===== src/sv/crle_pkg.sv =====
`default_nettype none
package crle_pkg;

  localparam int unsigned ValueWidth = 64;
  localparam int unsigned ByteWidth  = 8;
  localparam int unsigned ShiftWidth = 7;

  localparam logic [ShiftWidth-1:0] VarintStep  = ShiftWidth'(7);
  localparam logic [ShiftWidth-1:0] VarintLimit = ShiftWidth'(64);
  localparam logic [ShiftWidth-1:0] ShiftMax    = ShiftWidth'(70);
  localparam logic [ByteWidth-1:0]  RunBias     = ByteWidth'(3);
  localparam logic [ByteWidth-1:0]  MaskFirst   = 8'h80;
  localparam logic [ByteWidth-1:0]  DataBits    = 8'h7F;

  typedef enum logic [1:0] {
    KIND_BOOL = 2'd0,
    KIND_BYTE = 2'd1,
    KIND_UINT = 2'd2,
    KIND_SINT = 2'd3
  } kind_t;

  typedef enum logic {
    OP_BYTE = 1'b0,
    OP_PULL = 1'b1
  } op_t;

  typedef enum logic [1:0] {
    ST_OK      = 2'd0,
    ST_EMPTY   = 2'd1,
    ST_REFUSED = 2'd2
  } status_t;

  typedef enum logic [2:0] {
    PH_HEADER = 3'd0,
    PH_DELTA  = 3'd1,
    PH_BASE   = 3'd2,
    PH_LIT    = 3'd3,
    PH_READY  = 3'd4
  } phase_t;

endpackage
`default_nettype wire


===== src/sv/columnar_rle_v1_stream_decoder.sv =====
// Run-length (v1) column stream decoder.
// Input channel: in_tdata carries one stream byte, in_tuser the operation
// (0 push a stream byte, 1 pull the next decoded value).
// Output channel: one transfer for every pull and for every byte that arrives
// while a value is still pending; pushed bytes that are taken give none.
// out_tdata is the 64-bit value, out_tuser the status (0 valid, 1 nothing
// pending, 2 byte refused), out_tlast marks the final value of a run or group.
// cfg_wr_en/cfg_wr_data set the element kind (0 bool, 1 byte, 2 unsigned,
// 3 signed zigzag) and drop any group in progress; write only while idle.
// Pipeline: an input transfer is captured in the input register, decoded
// combinationally from it, and its result is captured in the output register.
// Throughput: one input transfer per cycle unless stalled as below; the decode
// state update (one 64-bit add for run deltas) is the only stage between the two registers.
// A stalled receiver holds the output register; the input register keeps
// accepting bytes that produce no result and only stalls items that need
// the occupied output slot.
// Reset (rst_n low, synchronous): kind returns to unsigned, parser expects
// a header byte and both registers empty.
`default_nettype none
module columnar_rle_v1_stream_decoder
  import crle_pkg::*;
(
  input  wire logic        clk,
  input  wire logic        rst_n,
  input  wire logic        cfg_wr_en,
  input  wire logic [1:0]  cfg_wr_data,
  input  wire logic        in_tvalid,
  output logic             in_tready,
  input  wire logic [7:0]  in_tdata,   // [7:0] byte_in
  input  wire logic        in_tuser,   // [0] op
  output logic             out_tvalid,
  input  wire logic        out_tready,
  output logic [63:0]      out_tdata,  // [63:0] value
  output logic [1:0]       out_tuser,  // [1:0] status
  output logic             out_tlast   // group_last
);

  kind_t                  kind_r;
  phase_t                 phase_r, phase_nxt;
  logic                   is_run_r, is_run_nxt;
  logic [ByteWidth-1:0]   items_left_r, items_left_nxt;
  logic [ValueWidth-1:0]  cur_r, cur_nxt;
  logic [ByteWidth-1:0]   delta_r, delta_nxt;
  logic [ShiftWidth-1:0]  shift_r, shift_nxt;
  logic [ByteWidth-1:0]   bit_mask_r, bit_mask_nxt;
  logic [ByteWidth-1:0]   bits_byte_r, bits_byte_nxt;

  logic                   in_v_r;
  op_t                    in_op_r;
  logic [ByteWidth-1:0]   in_byte_r;

  logic                   out_v_r;
  logic [ValueWidth-1:0]  out_value_r, out_value_nxt;
  status_t                out_status_r, out_status_nxt;
  logic                   out_last_r, out_last_nxt;

  logic                   has_result, fire;
  logic                   varint_done, group_end, bool_elem_end;
  logic [ByteWidth-1:0]   items_dec, mask_shifted;
  logic [ValueWidth-1:0]  delta_ext, zz_plain, zz_sum, varint_bits;

  assign has_result    = (in_op_r == OP_PULL) || (phase_r == PH_READY);
  assign fire          = in_v_r && (!has_result || !out_v_r || out_tready);
  assign in_tready     = !in_v_r || fire;

  assign varint_done   = !in_byte_r[ByteWidth-1];
  assign items_dec     = items_left_r - 8'd1;
  assign group_end     = (items_dec == '0);
  assign mask_shifted  = bit_mask_r >> 1;
  assign bool_elem_end = (mask_shifted == '0);
  assign delta_ext     = {{(ValueWidth-ByteWidth){delta_r[ByteWidth-1]}}, delta_r};
  assign zz_plain      = (cur_r >> 1) ^ {ValueWidth{cur_r[0]}};
  assign zz_sum        = zz_plain + delta_ext;
  assign varint_bits   = ValueWidth'(in_byte_r & DataBits) << shift_r;

  // next parse phase
  always_comb begin
    phase_nxt = phase_r;
    if (in_op_r == OP_BYTE) begin
      unique case (phase_r)
        PH_DELTA: phase_nxt = PH_BASE;
        PH_BASE, PH_LIT: begin
          if (kind_r == KIND_BOOL || kind_r == KIND_BYTE || varint_done) begin
            phase_nxt = PH_READY;
          end
        end
        PH_READY: phase_nxt = PH_READY;
        default: begin
          if (in_byte_r[ByteWidth-1]) begin
            phase_nxt = PH_LIT;
          end else if (kind_r == KIND_UINT || kind_r == KIND_SINT) begin
            phase_nxt = PH_DELTA;
          end else begin
            phase_nxt = PH_BASE;
          end
        end
      endcase
    end else if (phase_r == PH_READY && (kind_r != KIND_BOOL || bool_elem_end)) begin
      if (group_end) begin
        phase_nxt = PH_HEADER;
      end else if (!is_run_r) begin
        phase_nxt = PH_LIT;
      end
    end
  end

  // datapath and result
  always_comb begin
    is_run_nxt     = is_run_r;
    items_left_nxt = items_left_r;
    cur_nxt        = cur_r;
    delta_nxt      = delta_r;
    shift_nxt      = shift_r;
    bit_mask_nxt   = bit_mask_r;
    bits_byte_nxt  = bits_byte_r;
    out_value_nxt  = '0;
    out_status_nxt = ST_OK;
    out_last_nxt   = 1'b0;
    if (in_op_r == OP_BYTE) begin
      if (phase_r == PH_READY) begin
        out_status_nxt = ST_REFUSED;
      end else begin
        unique case (phase_r)
          PH_DELTA: begin
            delta_nxt = in_byte_r;
            cur_nxt   = '0;
            shift_nxt = '0;
          end
          PH_BASE, PH_LIT: begin
            unique case (kind_r)
              KIND_BOOL: begin
                bits_byte_nxt = in_byte_r;
                bit_mask_nxt  = MaskFirst;
              end
              KIND_BYTE: cur_nxt = ValueWidth'(in_byte_r);
              default: begin
                if (shift_r < VarintLimit) begin
                  cur_nxt = cur_r | varint_bits;
                  if (!varint_done) begin
                    shift_nxt = shift_r + VarintStep;
                  end
                end
              end
            endcase
          end
          default: begin
            is_run_nxt     = !in_byte_r[ByteWidth-1];
            items_left_nxt = in_byte_r[ByteWidth-1] ? (8'd0 - in_byte_r)
                                                    : (in_byte_r + RunBias);
            cur_nxt        = '0;
            shift_nxt      = '0;
            delta_nxt      = '0;
          end
        endcase
      end
    end else if (phase_r != PH_READY) begin
      out_status_nxt = ST_EMPTY;
    end else begin
      if (kind_r == KIND_BOOL) begin
        out_value_nxt = ValueWidth'(|(bits_byte_r & bit_mask_r));
        bit_mask_nxt  = mask_shifted;
      end else begin
        out_value_nxt = cur_r;
        if (is_run_r) begin
          if (kind_r == KIND_UINT) begin
            cur_nxt = cur_r + delta_ext;
          end else if (kind_r == KIND_SINT) begin
            cur_nxt = (zz_sum << 1) ^ {ValueWidth{zz_sum[ValueWidth-1]}};
          end
        end
      end
      if (kind_r != KIND_BOOL || bool_elem_end) begin
        items_left_nxt = items_dec;
        out_last_nxt   = group_end;
        if (!group_end) begin
          if (!is_run_r) begin
            cur_nxt   = '0;
            shift_nxt = '0;
          end else if (kind_r == KIND_BOOL) begin
            bit_mask_nxt = MaskFirst;
          end
        end
      end
    end
  end

  always_ff @(posedge clk) begin
    if (!rst_n) begin
      kind_r       <= KIND_UINT;
      phase_r      <= PH_HEADER;
      is_run_r     <= 1'b0;
      items_left_r <= '0;
      cur_r        <= '0;
      delta_r      <= '0;
      shift_r      <= '0;
      bit_mask_r   <= '0;
      bits_byte_r  <= '0;
    end else if (cfg_wr_en) begin
      kind_r       <= kind_t'(cfg_wr_data);
      phase_r      <= PH_HEADER;
      is_run_r     <= 1'b0;
      items_left_r <= '0;
      cur_r        <= '0;
      delta_r      <= '0;
      shift_r      <= '0;
      bit_mask_r   <= '0;
      bits_byte_r  <= '0;
    end else if (fire) begin
      phase_r      <= phase_nxt;
      is_run_r     <= is_run_nxt;
      items_left_r <= items_left_nxt;
      cur_r        <= cur_nxt;
      delta_r      <= delta_nxt;
      shift_r      <= shift_nxt;
      bit_mask_r   <= bit_mask_nxt;
      bits_byte_r  <= bits_byte_nxt;
    end
  end

  // input register
  always_ff @(posedge clk) begin
    if (!rst_n) begin
      in_v_r <= 1'b0;
    end else if (in_tready) begin
      in_v_r <= in_tvalid;
    end
  end

  always_ff @(posedge clk) begin
    if (in_tvalid && in_tready) begin
      in_op_r   <= op_t'(in_tuser);
      in_byte_r <= in_tdata;
    end
  end

  // result register
  always_ff @(posedge clk) begin
    if (!rst_n) begin
      out_v_r <= 1'b0;
    end else if (fire && has_result) begin
      out_v_r <= 1'b1;
    end else if (out_tready) begin
      out_v_r <= 1'b0;
    end
  end

  always_ff @(posedge clk) begin
    if (fire && has_result) begin
      out_value_r  <= out_value_nxt;
      out_status_r <= out_status_nxt;
      out_last_r   <= out_last_nxt;
    end
  end

  assign out_tvalid = out_v_r;
  assign out_tdata  = out_value_r;
  assign out_tuser  = out_status_r;
  assign out_tlast  = out_last_r;

`ifndef SYNTHESIS
  a_ready_has_items: assert property (@(posedge clk) disable iff (!rst_n)
    phase_r == PH_READY |-> items_left_r != '0)
    else $error("value pending with empty group count");

  a_bool_mask_live: assert property (@(posedge clk) disable iff (!rst_n)
    (phase_r == PH_READY && kind_r == KIND_BOOL) |-> bit_mask_r != '0)
    else $error("boolean value pending with no bit selected");

  a_shift_bound: assert property (@(posedge clk) disable iff (!rst_n)
    shift_r <= ShiftMax)
    else $error("varint shift beyond limit");

  a_error_result_clean: assert property (@(posedge clk) disable iff (!rst_n)
    (out_v_r && out_status_r != ST_OK) |-> (out_value_r == '0 && !out_last_r))
    else $error("non-valid result carries data");

  a_no_overwrite: assert property (@(posedge clk) disable iff (!rst_n)
    (out_v_r && !out_tready) |-> !(fire && has_result))
    else $error("result register overwritten while stalled");
`endif

endmodule
`default_nettype wire


===== config.mk =====
export PLATFORM = sky130hd
export DESIGN_NAME = columnar_rle_v1_stream_decoder
export DESIGN_NICKNAME = d
export VERILOG_FILES = /design/src/sv/crle_pkg.sv /design/src/sv/columnar_rle_v1_stream_decoder.sv
export SDC_FILE = /design/constraint.sdc
export NUM_CORES = 1
export LEC_CHECK = 0
export BUFFER_PORTS_ARGS = -buffer_cell sky130_fd_sc_hd__clkbuf_2
export CELL_PAD_IN_SITES_DETAIL_PLACEMENT = 1
export CELL_PAD_IN_SITES_GLOBAL_PLACEMENT = 1
export CORE_UTILIZATION = 25
export DETAILED_ROUTE_END_ITERATION = 10
export PLACE_DENSITY = 0.57
export SYNTH_ARGS = -nofsm -noshare
export SYNTH_HDL_FRONTEND = slang
export SYNTH_SLANG_ARGS = --single-unit
export TNS_END_PERCENT = 100

===== constraint.sdc =====
create_clock -name clk -period 6.1 [get_ports clk]
set_clock_uncertainty 0.05 [all_clocks]
set_input_delay 0.61 -clock clk [delete_from_list [all_inputs] [get_ports clk]]
set_output_delay 0.61 -clock clk [all_outputs]
set_load 0.02 [all_outputs]

# ---- Yosys cells after proc, flatten, opt, wreduce, memory -nomap -nowiden
# Index checks and enable logic that the tools add are counted.
dict set report word_totals {
  register_bits 187
  output_inout_bits 69
}
dict set report classes {
  addsub 6
  order_cmp 1
  n_eq_ne 22
  n_shift 1
  n_mux 54
  n_bitwise 10
  reduce_logical 39
}
# operator n
set ops {}
lappend ops {{$mux W64} 12}
lappend ops {{$add A64 B64 Y64} 2}
lappend ops {{$mux W8} 16}
lappend ops {{$pmux W64 S2} 1}
lappend ops {{$mux W7} 10}
lappend ops {{$or A64 B64 Y64} 1}
lappend ops {{$shl A7 B7 Y64} 1}
lappend ops {{$xor A63 B64 Y64} 1}
lappend ops {{$xor A64 B64 Y64} 1}
lappend ops {{$reduce_and A5 Y1} 4}
lappend ops {{$ne A3 B3 Y1 const B} 6}
lappend ops {{$logic_not A8 Y1} 2}
lappend ops {{$pmux W8 S2} 1}
lappend ops {{$mux W3} 5}
lappend ops {{$reduce_and A4 Y1} 3}
lappend ops {{$pmux W3 S3} 1}
lappend ops {{$reduce_and A9 Y1} 1}
lappend ops {{$reduce_or A3 Y1} 3}
lappend ops {{$add A8 B2 Y8 const B} 1}
lappend ops {{$and A8 B8 Y8} 1}
lappend ops {{$logic_or A1 B1 Y1} 8}
lappend ops {{$mux W2} 4}
lappend ops {{$ne A2 B2 Y1 const B} 4}
lappend ops {{$reduce_bool A2 Y1} 4}
lappend ops {{19 further kinds} 40}

# ---- Depth between registers and ports, before layout
# Gate-level depths: netlist of run 1.
dict set report depth {
  depth_word 12
  ltp_mapped 18
}

# ---- Least setup slack after synthesis of run 1
# No wires, ideal clock.
dict set report synth_path {
  path_kind {reg2reg}
  start {register delta_r[7]}
  end {register cur_r[44]}
  setup_ps 132
  arrival_time_ps 5678
  required_ps 5918
  setup_slack_ps 239
  stages_incl_launch_ff 13
  n_path_buf 1
  path_cell_list {dfxtp_1 ha_1 nand4_2 or3_4 a2bb2oi_1 o211a_1 o221ai_2 a211oi_2 or3_4 buf_6 xnor3_1 o221ai_1 a21oi_1}
}
dict set report synth_between {
  elab_chain_cells 11
}
# element line
set synth_lines {}
lappend synth_lines {{start, declared} columnar_rle_v1_stream_decoder.sv:43} ;# logic [ByteWidth-1:0] delta_r, delta_nxt;
lappend synth_lines {{start signal, assigned} columnar_rle_v1_stream_decoder.sv:213} ;# delta_r <= delta_nxt;
lappend synth_lines {{$add A64 B64 Y64} columnar_rle_v1_stream_decoder.sv:73} ;# assign zz_sum = zz_plain + delta_ext;
lappend synth_lines {{$xor A64 B64 Y64} columnar_rle_v1_stream_decoder.sv:168} ;# cur_nxt = (zz_sum << 1) ^ {ValueWidth{zz_sum[ValueWidth-1]}};
lappend synth_lines {{$mux W64} columnar_rle_v1_stream_decoder.sv:167} ;# end else if (kind_r == KIND_SINT) begin
lappend synth_lines {{$mux W64 *} columnar_rle_v1_stream_decoder.sv:165} ;# if (kind_r == KIND_UINT) begin
lappend synth_lines {{$mux W64 *} columnar_rle_v1_stream_decoder.sv:164} ;# if (is_run_r) begin
lappend synth_lines {{$mux W64 *} columnar_rle_v1_stream_decoder.sv:159} ;# if (kind_r == KIND_BOOL) begin
lappend synth_lines {{$mux W64} columnar_rle_v1_stream_decoder.sv:176} ;# if (!is_run_r) begin
lappend synth_lines {{$mux W64} columnar_rle_v1_stream_decoder.sv:175} ;# if (!group_end) begin
lappend synth_lines {{$mux W64 *} columnar_rle_v1_stream_decoder.sv:172} ;# if (kind_r != KIND_BOOL || bool_elem_end) begin
lappend synth_lines {{$mux W64 *} columnar_rle_v1_stream_decoder.sv:156} ;# end else if (phase_r != PH_READY) begin
lappend synth_lines {{$mux W64 *} columnar_rle_v1_stream_decoder.sv:119} ;# if (in_op_r == OP_BYTE) begin
lappend synth_lines {{end signal, assigned} columnar_rle_v1_stream_decoder.sv:212} ;# cur_r <= cur_nxt;
lappend synth_lines {{end, declared} columnar_rle_v1_stream_decoder.sv:42} ;# logic [ValueWidth-1:0] cur_r, cur_nxt;
# Every way passes the cells marked *; elsewhere a longest branch is shown, timed or not. The select of a mux whose other input is x is not followed.
# A chain may end at the register's enable or synchronous reset.

# ---- Final worst setup path of run 1
dict set report layout_path {
  start {register cur_r[0]}
  end {register cur_r[44]}
}
dict set report layout_between {
  elab_chain_cells 12
}
# element line
set layout_lines {}
lappend layout_lines {{$xor A63 B64 Y64} columnar_rle_v1_stream_decoder.sv:72} ;# assign zz_plain = (cur_r >> 1) ^ {ValueWidth{cur_r[0]}};
lappend layout_lines {{$add A64 B64 Y64} columnar_rle_v1_stream_decoder.sv:73}
lappend layout_lines {{$xor A64 B64 Y64} columnar_rle_v1_stream_decoder.sv:168}
lappend layout_lines {{$mux W64} columnar_rle_v1_stream_decoder.sv:167}
lappend layout_lines {{$mux W64 *} columnar_rle_v1_stream_decoder.sv:165}
lappend layout_lines {{$mux W64 *} columnar_rle_v1_stream_decoder.sv:164}
lappend layout_lines {{$mux W64 *} columnar_rle_v1_stream_decoder.sv:159}
lappend layout_lines {{$mux W64} columnar_rle_v1_stream_decoder.sv:176}
lappend layout_lines {{$mux W64} columnar_rle_v1_stream_decoder.sv:175}
lappend layout_lines {{$mux W64 *} columnar_rle_v1_stream_decoder.sv:172}
lappend layout_lines {{$mux W64 *} columnar_rle_v1_stream_decoder.sv:156}
lappend layout_lines {{$mux W64 *} columnar_rle_v1_stream_decoder.sv:119}
# Marked as above.

==> metrics, run 1 <==
Cells after Synth roughly 2400; max-slew violations 0; gr usage total between 20% and 30%; Longest Clk Path Bufs 2; final WL ~90000 um; Hold Violations, Final 0; Slew headroom 13.95%; Multi-input gate area 13720 sq um; fin area approximately 21000 sq um; syn_area_per_cell around 7.8 sq um; Static Leak 8.553 nW; Synth top area share 12.11%; Initial Util between 20 and 30%; beginning of the worst hold path in_tdata[7]; CP Launch Point cur_r[0]$_SDFFE_PP0P_; Syn Nets about 2600; Boundary Pins 85; pwr dens about 130 nW/um^2; worst vdd ir around 0.00015 V; TritonCTS Buffers 17; CTS tree built; Max H-tree Level 4; Clock Sinks 187; first-pass GRT wire length 132200 um; Area growth, synth to finish 12.03%; Post-synth EDFFs 76; max-cap violations 0; total negative slack 0 ns; register bit count reported by yosys approximately 190; Final min period slightly above 5 ns; CP Capture Type flop; Port Buf Inserts between 80 and 90; area post-placement around 21000 sq um; clock slew at reported path FFs approximately 0.09 ns; Unique masters post-synth between 80 and 90; DP HPWL ~71000 um; Pint 1.965 mW; sequential power share between 40% and 50%; post-cts sizing count 0; Tcrit/Tclk final between 80% and 90%; post-route DRC violation count 0; Final ANT Viol Nets 0; core area 74570 sq um; net load switching power 0.8464 mW; kind of critical path reg -> reg; Worst-Margin Slew 1.255 ns; Clk pwr share a little over two fifths; crit-path leading delay family compound AO/OA/AOI/OAI gates; Sw Share a little under a third; share of layout cells above drive strength 1 a little under a tenth; slowest CP cell a211oi_2; worst hold-check path type in -> reg; Required @ worst endpoint 6.44 ns; nets@finish 2624; sequential area share after synthesis between 20% and 30%; Die X 276.6 um; RD Place Congestion 0.9443; worst path cell trace buf_4, xor2_1, ha_1, a21oi_1, o21ai_0, a21o_1, a41oi_2, o21ai_0, a211oi_2, or3_4, xnor3_1, o221ai_1, a21oi_1; clk root buf clkbuf_16; gr ovfl total 0; ys async rst share 0%; hold buffers post-CTS 0; crit path DAT between 5 and 6 ns; RSZ-0062 raised after global routing no; critical path startpoint category flop; Rows 100; Synth Warn # 0; Post-Syn Area about 19000 sq um; First DRT Iteration DRCs about 1400; Max Clk Rate about 190 MHz; setup bufs post-CTS 0; vias per cell between 5 and 6; Die ar. ~76000 sq um; vias in the first global route 19890; CP bufs+invs 1; Setup violations, final 0; Comb power frac approximately 8.6%; 1st-pass router iterations 5; Max stage delay on crit path 0.75 ns; largest net degree at the start of global routing 64; post-DR wirelength/cell roughly 26 um; Yosys top cell by area edfxtp_1; status complete, no violations; filler instances roughly 9000; CP Max Fanout 32; Die Ht between 200 and 300 um; worst r2r src cur_r[0]$_SDFFE_PP0P_; Vias around 20000; Area contributors post-synth edfxtp_1, dfxtp_1, ha_1, a21oi_1, xnor2_1; clock latency on the worst-skew pair 0.52 ns; Top FF cell, synth dfxtp_1; area taken by flip-flops and latches ~4500 sq um; initial antenna violation count 2
## per-stage QoR
stage / hold slack [ns] / cells / setup WS [ns] / power (mW) / utilization [%]
5_1_grt: 0.1932 / 3439 / 0.5925 / 2.897 / 28.31
3_3_place_gp: 0.4309 / 3407 / 1.095 / 1.599 / 27.50
4_1_cts: 0.1741 / 3439 / 0.9265 / 2.847 / 28.31
3_5_place_dp: 0.4417 / 3407 / 0.9374 / 1.603 / 27.50
6_report: 0.2135 / 3441 / 0.9360 / 2.811 / 28.32
2_1_floorplan: 0.4030 / 2418 / 0.2394 / 1.500 / -
## cell usage in the layout (no fill, tap or decap), types with 13 or more instances in the layout
cell	count
or3_1	13
a31oi_1	44
xnor2_1	112
clkbuf_2	84
ha_1	149
o221ai_1	22
nor4_1	21
nor2b_1	15
edfxtp_1	76
a221oi_1	15
a211oi_1	24
nand2b_1	17
o21a_1	34
mux2i_1	26
o21bai_1	16
clkbuf_16	18
a21oi_1	273
nand2_1	221
o31ai_1	20
o21ai_0	161
inv_1	38
a21o_1	54
dfxtp_1	108
and2_1	78
o22ai_1	36
and3_1	17
xor2_1	100
nor3_1	46
nor2_1	233
a22oi_1	16
o211ai_1	25
buf_4	58
nand4_1	47
nand3_1	53
## kinds of logic (layout without fill, tap and decap cells)
logic type,count (synthesis),in the layout,share of synthesized area [%]
other cells,0,2,0
flops,187,187,23.90
fa+ha+maj,152,152,10.16
mux,33,33,1.978
simple gates,805,805,20.40
buf+inv,164,216,3.538
xor+xnor,224,224,11.25
compound gates,853,853,28.78
## synthesized netlist by cell type, types with 15 or more instances
| cell type | count |
|---|---|
| xnor2_1 | 112 |
| o21a_1 | 34 |
| inv_1 | 38 |
| o21bai_1 | 16 |
| nor2b_1 | 16 |
| o22ai_1 | 36 |
| nand2b_1 | 18 |
| nor2_1 | 235 |
| nor4_1 | 22 |
| and2_1 | 78 |
| a221oi_1 | 15 |
| o221ai_1 | 22 |
| nand4_1 | 47 |
| dfxtp_1 | 111 |
| clkbuf_1 | 96 |
| ha_1 | 149 |
| nor3_1 | 46 |
| o211ai_1 | 25 |
| nand2_1 | 221 |
| edfxtp_1 | 76 |
| a21oi_1 | 273 |
| o21ai_0 | 162 |
| a31oi_1 | 44 |
| a21o_1 | 54 |
| a211oi_1 | 25 |
| a22oi_1 | 16 |
| xor2_1 | 100 |
| o31ai_1 | 20 |
| and3_1 | 17 |
| mux2i_1 | 26 |
| nand3_1 | 53 |
## final cells by class
| type | instances | area share, % |
|---|---|---|
| clock buffer | 19 | 2.198 |
| clock inverter | 13 | 0.6577 |
| sequential | 187 | 21.37 |
| inverter | 39 | 0.6932 |
| timing repair buffer | 145 | 4.337 |
| multi-input combinational | 2067 | 64.98 |
| tap | 969 | 5.742 |
| antenna | 2 | 0.02370 |
## registers in the layout (all words and copies together) (netlist names)
| signal | flops |
|---|---|
| out_tdata | 64 |
| in_op_r | 1 |
| out_tlast | 1 |
| kind_r | 2 |
| delta_r | 8 |
| phase_r | 3 |
| items_left_r | 8 |
| cur_r | 64 |
| out_tvalid | 1 |
| in_byte_r | 8 |
| in_v_r | 1 |
| shift_r | 7 |
| out_tuser | 2 |
| bit_mask_r | 8 |
| is_run_r | 1 |
| bits_byte_r | 8 |
## final timing paths
| kind | to | slack [ns] | cells after the start |
|---|---|---|---|
| hold / removal | in_byte_r[7]$_DFFE_PP_ | 0.21 | 1 |
| setup / recovery | cur_r[44]$_SDFFE_PP0P_ | 0.94 | 13 |
| hold reg to reg | bits_byte_r[7]$_SDFFE_PP0P_ | 0.46 | 2 |
| setup reg to reg | cur_r[44]$_SDFFE_PP0P_ | 0.94 | 13 |
## per-layer routing
layer	track usage, %	wire (um)
met4	8.437	2839
met5	0	13
met3	2.388	3465
met2	38.04	41750
met1	30.91	41500
## worst reg2reg max path: stages (launching register included)
cell      delay, ns
dfxtp_4        0.53
buf_4          0.57
xor2_1         0.29
ha_1           0.29
a21oi_1        0.25
o21ai_0        0.15
a21o_1         0.18
a41oi_2        0.32
o21ai_0        0.23
a211oi_2       0.75
or3_4          0.70
xnor3_1        0.47
o221ai_1       0.17
a21oi_1        0.10
## power by group through the flow
| stage | Combinational, mW | Clock [mW] | Sequential (mW) |
|---|---|---|---|
| 6_report | 0.242 | 1.24 | 1.33 |
| 3_5_place_dp | 0.240 | 0 | 1.36 |
| 3_3_place_gp | 0.237 | 0 | 1.36 |
| 4_1_cts | 0.241 | 1.27 | 1.33 |
| 5_1_grt | 0.257 | 1.30 | 1.34 |
| 2_1_floorplan | 0.132 | 0 | 1.37 |
No activity file was read; power rests on OpenSTA's default activity.
==> inputs of run 2 (changes only) <==
--- a/config.mk
+++ b/config.mk
@@ -5,12 +5,13 @@
 export SDC_FILE = /design/constraint.sdc
 export NUM_CORES = 1
 export LEC_CHECK = 0
+export ABC_AREA = 1
 export BUFFER_PORTS_ARGS = -buffer_cell sky130_fd_sc_hd__clkbuf_2
 export CELL_PAD_IN_SITES_DETAIL_PLACEMENT = 1
 export CELL_PAD_IN_SITES_GLOBAL_PLACEMENT = 1
 export CORE_UTILIZATION = 25
 export DETAILED_ROUTE_END_ITERATION = 10
-export PLACE_DENSITY = 0.57
+export PLACE_DENSITY = 0.58
 export SYNTH_ARGS = -nofsm -noshare
 export SYNTH_HDL_FRONTEND = slang
 export SYNTH_SLANG_ARGS = --single-unit
==> constraint.sdc (replaced) <==
create_clock -name clk -period 5.37 [get_ports clk]
set_clock_uncertainty 0.05 [all_clocks]
set_input_delay 0.537 -clock clk [delete_from_list [all_inputs] [get_ports clk]]
set_output_delay 0.537 -clock clk [all_outputs]
set_load 0.02 [all_outputs]
==> metrics, run 2 <==
Tcrit/Tclk final 80.50% (-4.2 points); most common cell in the synthesized netlist nand2_1; status complete, no violations; post-DR wirelength/cell 21.64 um (-17%); TritonCTS Buffers 17 (unchanged); First DRT Iteration DRCs 1956 (+38%); Die ar. 93290 sq um (+22%); Reg2Reg Depth 21 (+8); worst hold-check path type in -> reg; Yosys top cell by area nand2_1; CP Capture Type flop; core area 90560 sq um (+21%); largest family of logic cells by synthesized area simple AND/OR/NAND/NOR gates; post-cts sizing count 0 (unchanged); Top cell by count, worst path nand2_1; filler instances 11970 (+33%); vias in the first global route 25440 (+28%); 1st-pass router iterations 5 (unchanged); Post-Syn Area 23020 sq um (+22%); Slew headroom 22.94% (+9.0 points); Static Leak 11.85 nW (+39%); Max H-tree Level 4 (unchanged); share of layout cells above drive strength 1 5.804% (-3.3 points); sequential area share after synthesis 19.57% (-4.3 points); Unique masters post-synth 57 (-36%); area post-placement 24650 sq um (+20%); Die X 305.4 um (+10%); ys async rst share 0% (unchanged); pwr dens 146.0 nW/um^2 (+9.7%); post-route DRC violation count 0 (unchanged); slowest CP cell dfxtp_4; commonest non-fill, non-tap cell in the layout nand2_1; Final min period 4.323 ns (-0.8409 ns); hold buffers post-CTS 0 (unchanged); Boundary Pins 85 (unchanged); clock slew at reported path FFs 0.09 ns (about the same); crit path DAT 4.69 ns (-0.82 ns); most frequent cells in the layout nand2_1, inv_1, nor2_1, a21oi_1, o21ai_0; largest net degree at the start of global routing 70 (+9.4%); clock latency on the worst-skew pair 0.53 ns (about the same); Synth top area share 19.54% (+7.4 points); Area growth, synth to finish 9.936%; Max stage delay on crit path 0.78 ns (+0.03 ns); gr usage total 23.84% (+0.80 points); Top FF cell, synth dfxtp_1; DP HPWL 92180 um (+31%); max-slew violations 0 (unchanged); worst vdd ir 0.0001928 V (+27%); Port Buf Inserts 84 (unchanged); Post-synth top cells nand2_1, inv_1, nor2_1; final WL 113100 um (+26%); Final ANT Viol Nets 0 (unchanged); Longest Clk Path Bufs 2 (unchanged); vias per cell 5.026 (-12%); Area contributors post-synth nand2_1, edfxtp_1, inv_1, dfxtp_1, ha_1; xor and xnor area share after synthesis 4.338% (-6.9 points); max-cap violations 0 (unchanged); Synth Warn # 0 (unchanged); Rows 110 (+10%); reg-to-reg setup timing slack 1.05 ns (+0.11 ns); clk root buf clkbuf_16; Initial Util 25.42% (+0.14 points); critical path startpoint category flop; Simple-Gate Fraction of Synth Area 36.73% (+16 points); register bit count reported by yosys 187 (unchanged); Syn Nets 4194 (+62%); CP Max Fanout 35 (+9.4%); worst path cell trace buf_12, xor2_1, ha_1, nand2_1, nor2_1, nand2_1, inv_1, a21oi_1, nand2_2, nand2_2, nand2_2, nand2_2, nand2_2, buf_4, nand2_1, nand2_1, nor2_1, o21bai_1, nand2_1, nand2_1, a21oi_2; fin area 25310 sq um (+20%); Clock Sinks 187 (unchanged); Compound-Gate Fraction of Synth Area 18.41% (-10 points); syn_area_per_cell 5.716 sq um (-27%); nets@finish 4203 (+60%); first-pass GRT wire length 165600 um (+25%); kind of critical path reg -> reg; total negative slack 0 ns (unchanged); Hold Crit Depth 1 (unchanged); worst hold slack 0.1326 ns (-0.08084 ns); mux share of post-synthesis cell area 0.04349% (-1.9 points); CTS tree built; Required @ worst endpoint 5.74 ns (-0.70 ns); initial antenna violation count 5 (+3); RD Place Congestion 0.9389 (-0.57%); Vias 26270 (+34%); Worst-Margin Slew 1.144 ns (-0.1110 ns); RSZ-0062 raised after global routing no; Post-synth EDFFs 76 (unchanged); Cells after Synth 4027 (+67%); Setup violations, final 0 (unchanged); Die Ht 305.4 um (+10%); adder-cell area share of the yosys netlist 8.273% (-1.9 points); gr ovfl total 0 (unchanged); Hold Violations, Final 0 (unchanged); setup bufs post-CTS 0 (unchanged); Max Clk Rate 231.3 MHz (+19%)
[run 2: cell types whose count changed after synthesis, moves of 25 or more]
cell | previous run | this run
nand2_1 | 221 | 1198
and2_1 | 78 | 4
o22ai_1 | 36 | 4
nor2_1 | 235 | 438
a21oi_1 | 273 | 352
o21ai_0 | 162 | 312
mux2i_1 | 26 | 1
a31oi_1 | 44 | 3
nand3_1 | 53 | 256
a21o_1 | 54 | 4
inv_1 | 38 | 606
xnor2_1 | 112 | 31
[run 2: path summary, 6_finish.rpt]
check                         startpoint                     endpoint
min reg2reg  bits_byte_r[0]$_SDFFE_PP0P_  bits_byte_r[0]$_SDFFE_PP0P_
min                          in_tdata[4]       in_byte_r[4]$_DFFE_PP_
max reg2reg        cur_r[0]$_SDFFE_PP0P_       cur_r[11]$_SDFFE_PP0P_
max                cur_r[0]$_SDFFE_PP0P_       cur_r[11]$_SDFFE_PP0P_
[run 2: layout make-up]
| type | count | area [sq um] | share of cell area [%] |
|---|---|---|---|
| antenna | 1 | 2.502 | 0.009889 |
| inverter | 622 | 2336 | 9.231 |
| tap | 1176 | 1471 | 5.815 |
| timing repair buffer | 112 | 693.2 | 2.739 |
| clock buffer | 17 | 425.4 | 1.681 |
| sequential | 187 | 4512 | 17.83 |
| clock inverter | 15 | 222.7 | 0.8801 |
| multi-input combinational | 3096 | 15640 | 61.81 |
[run 2: metrics by stage]
stage / utilization (%) / total power [mW] / worst slack, ns / std cells
global placement: 27.22 / 2.218 / 1.117 / 5193
floorplan: - / 1.974 / 0.2677 / 4027
detailed placement: 27.22 / 2.223 / 1.078 / 5193
global route: 27.94 / 3.820 / 0.7135 / 5225
finish: 27.94 / 3.695 / 1.047 / 5226
CTS: 27.94 / 3.707 / 1.055 / 5225
[run 2: power breakdown]
group	internal [mW]	leakage [nW]	total, mW	switching, mW
logic	0.177	9.99	0.635	0.457
clock network	0.657	0.311	1.49	0.831
registers	1.51	1.55	1.57	0.0618
[run 2: layer usage]
layer	part of all wire (%)	wire length, um	GRT usage (%)
met5	0	0	0
met2	43	48460	36.51
met1	50	56200	35.01
met4	2.4	2716	6.626
met3	5.1	5718	2.454
[run 2: logic make-up (layout without fill, tap and decap cells)]
| family | Yosys count | count (layout) |
|---|---|---|
| fa+ha+maj | 151 | 151 |
| flops | 187 | 187 |
| buf+inv | 744 | 766 |
| simple gates | 2044 | 2044 |
| mux | 1 | 1 |
| xor+xnor | 114 | 114 |
| compound gates | 786 | 786 |
| other cells | 0 | 1 |
[run 2: critical path: cells and delay by family, from the launching register on]
kind	cells	cell delay, ns
DFF	1	0.78
buffers and inverters	3	0.78
xor gates and xnor gates	1	0.31
adders and majority gates	1	0.27
and+or+nand+nor	13	1.69
AOI/OAI and AO/OA	3	0.28
==> inputs of run 3 (changes only) <==
--- a/config.mk
+++ b/config.mk
@@ -11,7 +11,7 @@
 export CELL_PAD_IN_SITES_GLOBAL_PLACEMENT = 1
 export CORE_UTILIZATION = 25
 export DETAILED_ROUTE_END_ITERATION = 10
-export PLACE_DENSITY = 0.58
+export PLACE_DENSITY = 0.6
 export SYNTH_ARGS = -nofsm -noshare
 export SYNTH_HDL_FRONTEND = slang
 export SYNTH_SLANG_ARGS = --single-unit
==> constraint.sdc (replaced) <==
create_clock -name clk -period 3.55 [get_ports clk]
set_clock_uncertainty 0.05 [all_clocks]
set_input_delay 0.355 -clock clk [delete_from_list [all_inputs] [get_ports clk]]
set_output_delay 0.355 -clock clk [all_outputs]
set_load 0.02 [all_outputs]
==> metrics, run 3 (synthesis gave the netlist of run 2 again) <==
Critical Path Sink cur_r[39]$_SDFFE_PP0P_; status complete, no violations; Slew headroom 30.15% (+7.2 points); CP Launch Point cur_r[0]$_SDFFE_PP0P_; Worst-Margin Slew 1.048 ns (-0.09597 ns); clock latency on the worst-skew pair 0.53 ns (about the same); post-route DRC violation count 0 (unchanged); Reg2Reg Depth 24 (+14%); RD Place Congestion 0.9686 (+3.2%); Multi-input gate area 16080 sq um (+2.8%); share of layout cells above drive strength 1 12.06% (+6.3 points); reg-to-reg setup timing slack 0.09 ns (-0.95 ns); nets@finish 4407 (+4.9%); vias per cell 5.013 (-0.26%); Tcrit/Tclk final 97.33% (+17 points); clk root buf clkbuf_16; CTS tree built; Die Ht 305.4 um (unchanged); Pwr Total 5.667 mW (+53%); Setup violations, final 0 (unchanged); Max H-tree Level 4 (unchanged); CP Depth 24 (+14%); Required @ worst endpoint 3.90 ns (-1.84 ns); commonest non-fill, non-tap cell in the layout nand2_1; filler instances 11940 (-0.28%); vias in the first global route 26810 (+5.4%); first-pass GRT wire length 171600 um (+3.6%); Max stage delay on crit path 0.41 ns (-0.37 ns); First DRT Iteration DRCs 2056 (+5.1%); Static Leak 13.02 nW (+9.8%); slowest CP cell dfxtp_4; Clock Sinks 187 (unchanged); CP bufs+invs 6 (+3); crit-path leading delay family simple AND/OR/NAND/NOR gates; Hold Violations, Final 0 (unchanged); gr usage total 24.56% (+0.72 points); CP Capture Type flop; Longest Clk Path Bufs 2 (unchanged); area taken by flip-flops and latches 4513 sq um (about the same); Die X 305.4 um (unchanged); DP HPWL 95860 um (+4.0%); Port Buf Inserts 84 (unchanged); worst vdd ir 0.0002866 V (+49%); Initial Util 25.42% (unchanged); Rows 110 (unchanged); post-DR wirelength/cell 21.65 um (about the same); max-slew violations 0 (unchanged); worst hold slack 0.05863 ns (-0.07399 ns); Final ANT Viol Nets 0 (unchanged); largest net degree at the start of global routing 88 (+26%); CP Max Fanout 10 (-71%); kind of critical path reg -> reg; final WL 117600 um (+4.0%); gr ovfl total 0 (unchanged); worst path cell trace buf_8, clkbuf_16, buf_4, xor2_2, ha_1, nand2_2, inv_1, nand2_1, nand2_1, inv_2, nand2_1, nand2_1, nand2_2, a21oi_4, nand2_4, nand2_4, nand2_8, nor2_4, buf_2, nand2_1, nand3b_1, nand3_1, nand2_1, a21oi_1; clock slew at reported path FFs 0.10 ns (about the same); worst r2r src cur_r[0]$_SDFFE_PP0P_; Top cell by count, worst path nand2_1; crit path DAT 3.81 ns (-0.88 ns); pwr dens 206.1 nW/um^2 (+41%); most frequent cells in the layout nand2_1, inv_1, nor2_1, a21oi_1, o21ai_0; initial antenna violation count 0 (-5); TritonCTS Buffers 17 (unchanged); Final min period 3.455 ns (-0.8678 ns); Vias 27230 (+3.7%); Area growth, synth to finish 19.48%; max-cap violations 0 (unchanged); Reg-to-Reg End cur_r[39]$_SDFFE_PP0P_; Die ar. 93290 sq um (unchanged); Max Clk Rate 289.4 MHz (+25%); RSZ-0062 raised after global routing yes; 1st-pass router iterations 5 (unchanged); Boundary Pins 85 (unchanged); critical path startpoint category flop; core area 90560 sq um (unchanged); worst hold-check path type in -> reg
[run 3: cell type report]
class / count / share of cell area, %
flip-flops and latches: 187 / 16.41
well taps: 1176 / 5.350
multi-input cells: 3096 / 58.45
inverters: 622 / 8.494
diodes: 3 / 0.02730
clock inverters: 15 / 0.7552
clock buffers: 17 / 1.547
repair buffers: 316 / 8.963
[run 3: per-stage QoR]
step,cell area (sq um),cells,TNS [ns],setup slack (ns),util (%)
floorplan,23020,4027,0,0.02687,-
global placement,26020,5361,-0.4985,-0.2210,28.73
detailed placement,26020,5361,-0.4514,-0.1942,28.73
CTS,26780,5405,0,0.002545,29.57
global route,27490,5429,-0.2968,-0.04470,30.36
finish,27500,5432,0,0.09471,30.37
[run 3: what timing repair did]
action,CTS,global route
gates resized for setup,3,117
gates cloned,0,5
hold endpoints to repair,12,0
endpoints found under the setup margin,9,61
hold buffers,12,0
buffers inserted,0,19
pin swaps,0,25
[run 3: where the power goes]
| group | leakage [nW] | internal [mW] | switching (mW) |
|---|---|---|---|
| combinational | 11.2 | 0.355 | 0.763 |
| sequential | 1.55 | 2.28 | 0.0693 |
| clock | 0.305 | 0.983 | 1.21 |
[run 3: layer usage]
metal / global-route usage [%] / up-vias / routed length, um
met4: 7.456 / 0 / 3419
met1: 35.94 / 13080 / 57850
met3: 2.482 / 112 / 5801
li1: - / 13340 / -
met5: 0 / - / 0
met2: 37.53 / 706 / 50510
[run 3: how the worst min path moves through the flow]
stage | slack, ns | start | cells past startpoint | to
floorplan | 0.37 | bits_byte_r[0]$_SDFFE_PP0P_ | 2 | bits_byte_r[0]$_SDFFE_PP0P_
detailed placement | 0.39 | bits_byte_r[5]$_SDFFE_PP0P_ | 2 | bits_byte_r[5]$_SDFFE_PP0P_
global route | 0.08 | in_tvalid | 3 | in_v_r$_SDFFE_PN0N_
CTS | 0.05 | in_tvalid | 3 | in_v_r$_SDFFE_PN0N_
global placement | 0.39 | bits_byte_r[1]$_SDFFE_PP0P_ | 2 | bits_byte_r[1]$_SDFFE_PP0P_
finish | 0.06 | in_tvalid | 3 | in_v_r$_SDFFE_PN0N_
[run 3: worst reg2reg max path: cells and delay by family, from the launching register on]
family	cells	cell delay [ns]
flip-flops	1	0.41
buffers and inverters	6	0.84
adder cells (fa/ha/maj)	1	0.34
AO/OA/AOI/OAI	2	0.25
XOR/XNOR	1	0.14
AND/OR/NAND/NOR	14	1.31
